**config.mk**
```make
export PLATFORM = sky130hd
export DESIGN_NAME = rfpar_mul
export DESIGN_NICKNAME = d
export VERILOG_FILES = /design/src/sv/rfpar_pkg.sv /design/src/sv/rfpar_mul.sv
export SDC_FILE = /design/constraint.sdc
export NUM_CORES = 2
export LEC_CHECK = 0
export BUFFER_PORTS_ARGS = -buffer_cell sky130_fd_sc_hd__buf_4
export CAP_MARGIN = 0
export CORE_ASPECT_RATIO = 1.1
export CORE_MARGIN = 4
export CORE_UTILIZATION = 60
export CTS_BUF_LIST = sky130_fd_sc_hd__clkbuf_4
export CTS_CLUSTER_DIAMETER = 60
export DETAILED_ROUTE_END_ITERATION = 6
export GPL_TIMING_DRIVEN = 0
export PLACE_DENSITY = 0.78
export SLEW_MARGIN = 25
export SYNTH_ARGS = -nofsm -noshare
export SYNTH_HDL_FRONTEND = slang
export SYNTH_SLANG_ARGS = --single-unit
```
**constraint.sdc**
```tcl
create_clock -name clk_i -period 12 [get_ports clk_i]
set_clock_uncertainty 0.2 [all_clocks]
set_input_delay 1.2 -clock clk_i [delete_from_list [all_inputs] [get_ports clk_i]]
set_output_delay 1.2 -clock clk_i [all_outputs]
set_load 0.05 [all_outputs]
```
**src/sv/rfpar_pkg.sv**
```systemverilog
package rfpar_pkg;

  // Configuration register indexes
  typedef enum logic [2:0] {
    CFG_INIT_AMP   = 3'd0,
    CFG_PHASE_STEP = 3'd1,
    CFG_BIAS       = 3'd2,
    CFG_WINDOW     = 3'd3,
    CFG_GAIN       = 3'd4,
    CFG_DAMPING    = 3'd5
  } cfg_idx_e;

  localparam int unsigned CfgIdxW = 3;

  // Register reset values
  localparam logic [31:0] InitAmpRst = 32'd6553600;
  localparam logic [23:0] WindowRst  = 24'd1000;
  localparam logic [15:0] DampingRst = 16'd6554;

  // Fixed-point constants
  localparam logic [63:0] Q30One      = 64'd1073741824;
  localparam logic [63:0] TwoPiQ30    = 64'd6746518852;
  localparam logic [31:0] FactorLimit = 32'd429496730;
  localparam logic [57:0] Q16One      = 58'd65536;

  // Request to the shared multiplier
  typedef struct packed {
    logic        en;
    logic [31:0] a;
    logic [31:0] b;
  } mul_req_t;

  // Truncated Taylor series for cos, Q2.30 in and out
  function automatic logic [63:0] poly_cos(logic [63:0] x2);
    logic [63:0] t;
    t = Q30One - x2 / 64'd56;
    t = Q30One - ((x2 * t) >> 30) / 64'd30;
    t = Q30One - ((x2 * t) >> 30) / 64'd12;
    t = Q30One - ((x2 * t) >> 30) / 64'd2;
    return t;
  endfunction

  // Truncated Taylor series for sin, Q2.30 in and out
  function automatic logic [63:0] poly_sin(logic [63:0] th, logic [63:0] x2);
    logic [63:0] t;
    t = Q30One - x2 / 64'd72;
    t = Q30One - ((x2 * t) >> 30) / 64'd42;
    t = Q30One - ((x2 * t) >> 30) / 64'd20;
    t = Q30One - ((x2 * t) >> 30) / 64'd6;
    return (th * t) >> 30;
  endfunction

  // Table entry k of 2^aw: cos(2*pi*k/2^aw) in Q2.30, folded to one octant
  function automatic logic signed [31:0] cos_entry(int unsigned k, int unsigned aw);
    logic [63:0] u;
    logic [1:0]  q;
    logic [63:0] f;
    logic [63:0] g;
    logic [63:0] th;
    logic [63:0] x2;
    logic [63:0] pc;
    logic [63:0] ps;
    logic [31:0] c;
    logic [31:0] s;
    logic [31:0] r;
    u  = 64'(k) << (32 - aw);
    q  = u[31:30];
    f  = {34'd0, u[29:0]};
    g  = (f < 64'h2000_0000) ? f : (64'h4000_0000 - f);
    th = (g * TwoPiQ30) >> 32;
    x2 = (th * th) >> 30;
    pc = poly_cos(x2);
    ps = poly_sin(th, x2);
    c  = (f < 64'h2000_0000) ? pc[31:0] : ps[31:0];
    s  = (f < 64'h2000_0000) ? ps[31:0] : pc[31:0];
    case (q)
      2'd0:    r = c;
      2'd1:    r = -s;
      2'd2:    r = -c;
      default: r = s;
    endcase
    return r;
  endfunction

endpackage

```
**src/sv/rfpar_mul.sv**
```systemverilog
module rfpar_mul
  import rfpar_pkg::*;
(
  input  logic        clk_i,
  input  mul_req_t    req_i,
  output logic [63:0] prod_o
);

  logic [63:0] prod_q;

  // Shared 32x32 multiplier, product registered, held while idle
  always_ff @(posedge clk_i) begin
    if (req_i.en) begin
      prod_q <= 64'(req_i.a) * 64'(req_i.b);
    end
  end

  assign prod_o = prod_q;

endmodule

```
==> summary.log <==
INFO  setup_path     slowest_stage=sky130_fd_sc_hd__clkbuf_1
INFO  global_route   grt_remaining_overflow=0
INFO  clocking       clk_pin_slew_worst_paths=0.12ns
INFO  sta            rsz0062_at_grt=false
INFO  sta            fmax=103.6MHz
INFO  yosys          synth-async-reset-ratio=0%
INFO  global_route   first_pass_grt_wire_length=185000um
INFO  route          detailed_routing_iterations_pass_1=7
INFO  route          drt-initial-drc-count=2894
INFO  yosys          seq_area_frac_synth=5.442%
INFO  placed_design  dpl.hpwl=105100um
INFO  yosys          syn_area=35320um2
INFO  yosys          dominantRegCellSynth=sky130_fd_sc_hd__edfxtp_1
INFO  finish         layoutNonFillerInstCount=4659
INFO  setup_path     worstSetupEndpointType=flip-flop
INFO  yosys          count_of_cell_types_in_the_netlist=57
INFO  clocking       ctsHtreeMaxLevel=3
INFO  yosys          syn_inst=3748
INFO  floorplan      die_height=262.5um
INFO  route          route.antenna.remaining_nets=0
INFO  clocking       number_of_instances_resized_during_post_cts_repair=0
INFO  hold_path      worstHoldPathCells=2
INFO  sta            final-setup-viol-count=0
INFO  placed_design  numPlacedInstances=4637
INFO  floorplan      die-area=62810um2
INFO  sta            finalHoldViolations=0
INFO  yosys          synthesis.area_per_instance=9.423um2
INFO  finish         final_core_utilization=64.03%
INFO  global_route   groute.usage.overall=40.90%
INFO  floorplan      io_pins=130
INFO  clocking       cts_buffer_depth=2
INFO  setup_path     worstPathArrival=9.72ns
INFO  setup_path     slowest_delay=0.85ns
INFO  outcome        failed_checks=DRC
INFO  clocking       cts_inserted_buffers=9
INFO  global_route   initial_antenna_violation_count=10
INFO  job            maxCapViolCount=0
INFO  setup_path     criticalPathCategory=input pin to flip-flop
INFO  yosys          ys_seq_elements=64
INFO  setup_path     critical_path.max_fanout=10
INFO  finish         area.growth.synth_to_final=5.910%
INFO  global_route   grt_start_max_net_pins=65
INFO  route          vias=27887
INFO  finish         mostFrequentLayoutCell=sky130_fd_sc_hd__fa_1
INFO  setup_path     path_buf_inv=8
INFO  sta            worst_pin_slew=1.181ns
INFO  floorplan      die-width=239.3um
INFO  setup_path     startpoint_type=input pin
INFO  route          route.detailed.drc=1
INFO  floorplan      std_cell_rows=93
INFO  clocking       tritoncts_clock_tree=done
INFO  sta            timing.final.max_slew_violations=0
INFO  clocking       cts.root.buffer_cell=sky130_fd_sc_hd__clkbuf_4
INFO  clocking       clock_sink_count=64
INFO  yosys          synthesized_netlist_net_count=4973
INFO  finish         largest_register_ffs=64
INFO  route          routed_wire_length_per_instance=27.03um
INFO  hold_path      min-delay-start=req_i[0]
INFO  sta            min_period=9.651ns
INFO  yosys          yosys_warnings=0
INFO  setup_path     path_common_cell=sky130_fd_sc_hd__fa_1
INFO  floorplan      core=58410um2
INFO  clocking       post_cts.repair.setup_buffers=0
INFO  finish         layout_cells_sized_above_1=4.444%
INFO  finish         layout_common_cells=sky130_fd_sc_hd__fa_1, sky130_fd_sc_hd__inv_1, sky130_fd_sc_hd__and2_1, sky130_fd_sc_hd__nand2_1, sky130_fd_sc_hd__ha_1
INFO  route          sum_of_routed_wire_length_over_all_layers=125900um
INFO  sta            relSlewSlack=21.29%
INFO  floorplan      starting_density=60.46%
INFO  setup_path     worst_ep_required_time=12.07ns
INFO  finish         final_nets=5113
INFO  setup_path     critical_path.top_delay_family=adder cells
INFO  placed_design  gpl.final_weighted_congestion=1.083
INFO  outcome        run_status=finished, violations left
INFO  hold_path      whs_endpoint=prod_o[0]$_DFFE_PP_
INFO  hold_path      hold_path_class=input pin to flip-flop
INFO  sta            min_period_over_period=80.43%
INFO  route          post_drt_via_cell_ratio=5.986
INFO  global_route   grt_pass1_vias=29712
INFO  placed_design  buffer_ports.inserted=129
INFO  sta            finalSetupTns=0ns
INFO  clocking       hold_buffers=0
INFO  yosys          synth_edf_count=64
==> worst max path at each step <==
stage | start | to | slack (ns) | cells past startpoint
global route | req_i[8] | prod_o[62]$_DFFE_PP_ | 2.38 | 26
global placement | req_i[45] | prod_o[62]$_DFFE_PP_ | 2.17 | 24
floorplan | req_i[57] | prod_o[62]$_DFFE_PP_ | 3.72 | 25
finish | req_i[8] | prod_o[62]$_DFFE_PP_ | 2.35 | 26
CTS | req_i[8] | prod_o[62]$_DFFE_PP_ | 2.68 | 26
detailed placement | req_i[8] | prod_o[62]$_DFFE_PP_ | 2.18 | 26
==> final cells by class <==
| cell class | count | area (um2) |
|---|---|---|
| timing repair buffer | 129 | 968.4 |
| fill | 5041 | 21010 |
| buffer | 220 | 839.6 |
| sequential | 64 | 1922 |
| clock inverter | 7 | 78.83 |
| antenna | 6 | 15.01 |
| multi-input combinational | 2599 | 29310 |
| inverter | 865 | 3247 |
| clock buffer | 9 | 67.56 |
| tap | 760 | 950.9 |
==> cells in the mapped netlist, drive strengths merged (12+ instances only) <==
| library cell | instances | share of area (%) |
|---|---|---|
| fa | 896 | 51 |
| inv | 865 | 9.2 |
| and2 | 602 | 11 |
| nand2 | 480 | 5.1 |
| ha | 263 | 9.3 |
| clkbuf | 213 | 2.3 |
| a21oi | 66 | 0.97 |
| edfxtp | 64 | 5.4 |
| a21o | 40 | 0.85 |
| xnor2 | 35 | 0.87 |
| o21ai | 26 | 0.37 |
| xor2 | 25 | 0.62 |
| nand4 | 23 | 0.41 |
| nor2 | 20 | 0.21 |
| and3 | 14 | 0.25 |
| a31oi | 12 | 0.21 |
==> cell families after synthesis <==
group | Yosys count | share of synthesized area, %
AOI/OAI and AO/OA | 202 | 4.078
xor gates and xnor gates | 60 | 1.488
adders and majority gates | 1159 | 60.11
buffers and inverters | 1085 | 11.55
DFF | 64 | 5.442
muxes | 1 | 0.02834
and+or+nand+nor | 1177 | 17.30
==> metal layers <==
layer / part of all wire [%] / GRT usage, %
met1: 32 / 48.02
met2: 45 / 63.29
met3: 10 / 9.173
met4: 12 / 35.45
met5: 0.011 / 0
==> metrics by stage <==
| stage | worst slack (ns) | hold slack, ns | area [um2] |
|---|---|---|---|
| after floorplan | 3.721 | 1.113 | 35320 |
| after global routing | 2.379 | 0.8558 | 37390 |
| after global placement | 2.172 | 1.353 | 37240 |
| final | 2.349 | 0.9002 | 37400 |
| after CTS | 2.682 | 0.8623 | 37380 |
| after detailed placement | 2.184 | 1.360 | 37240 |
Power is left out: the tool's default activity adds up to more than one toggle a clock period on the data nets, which glitch-free logic cannot reach.
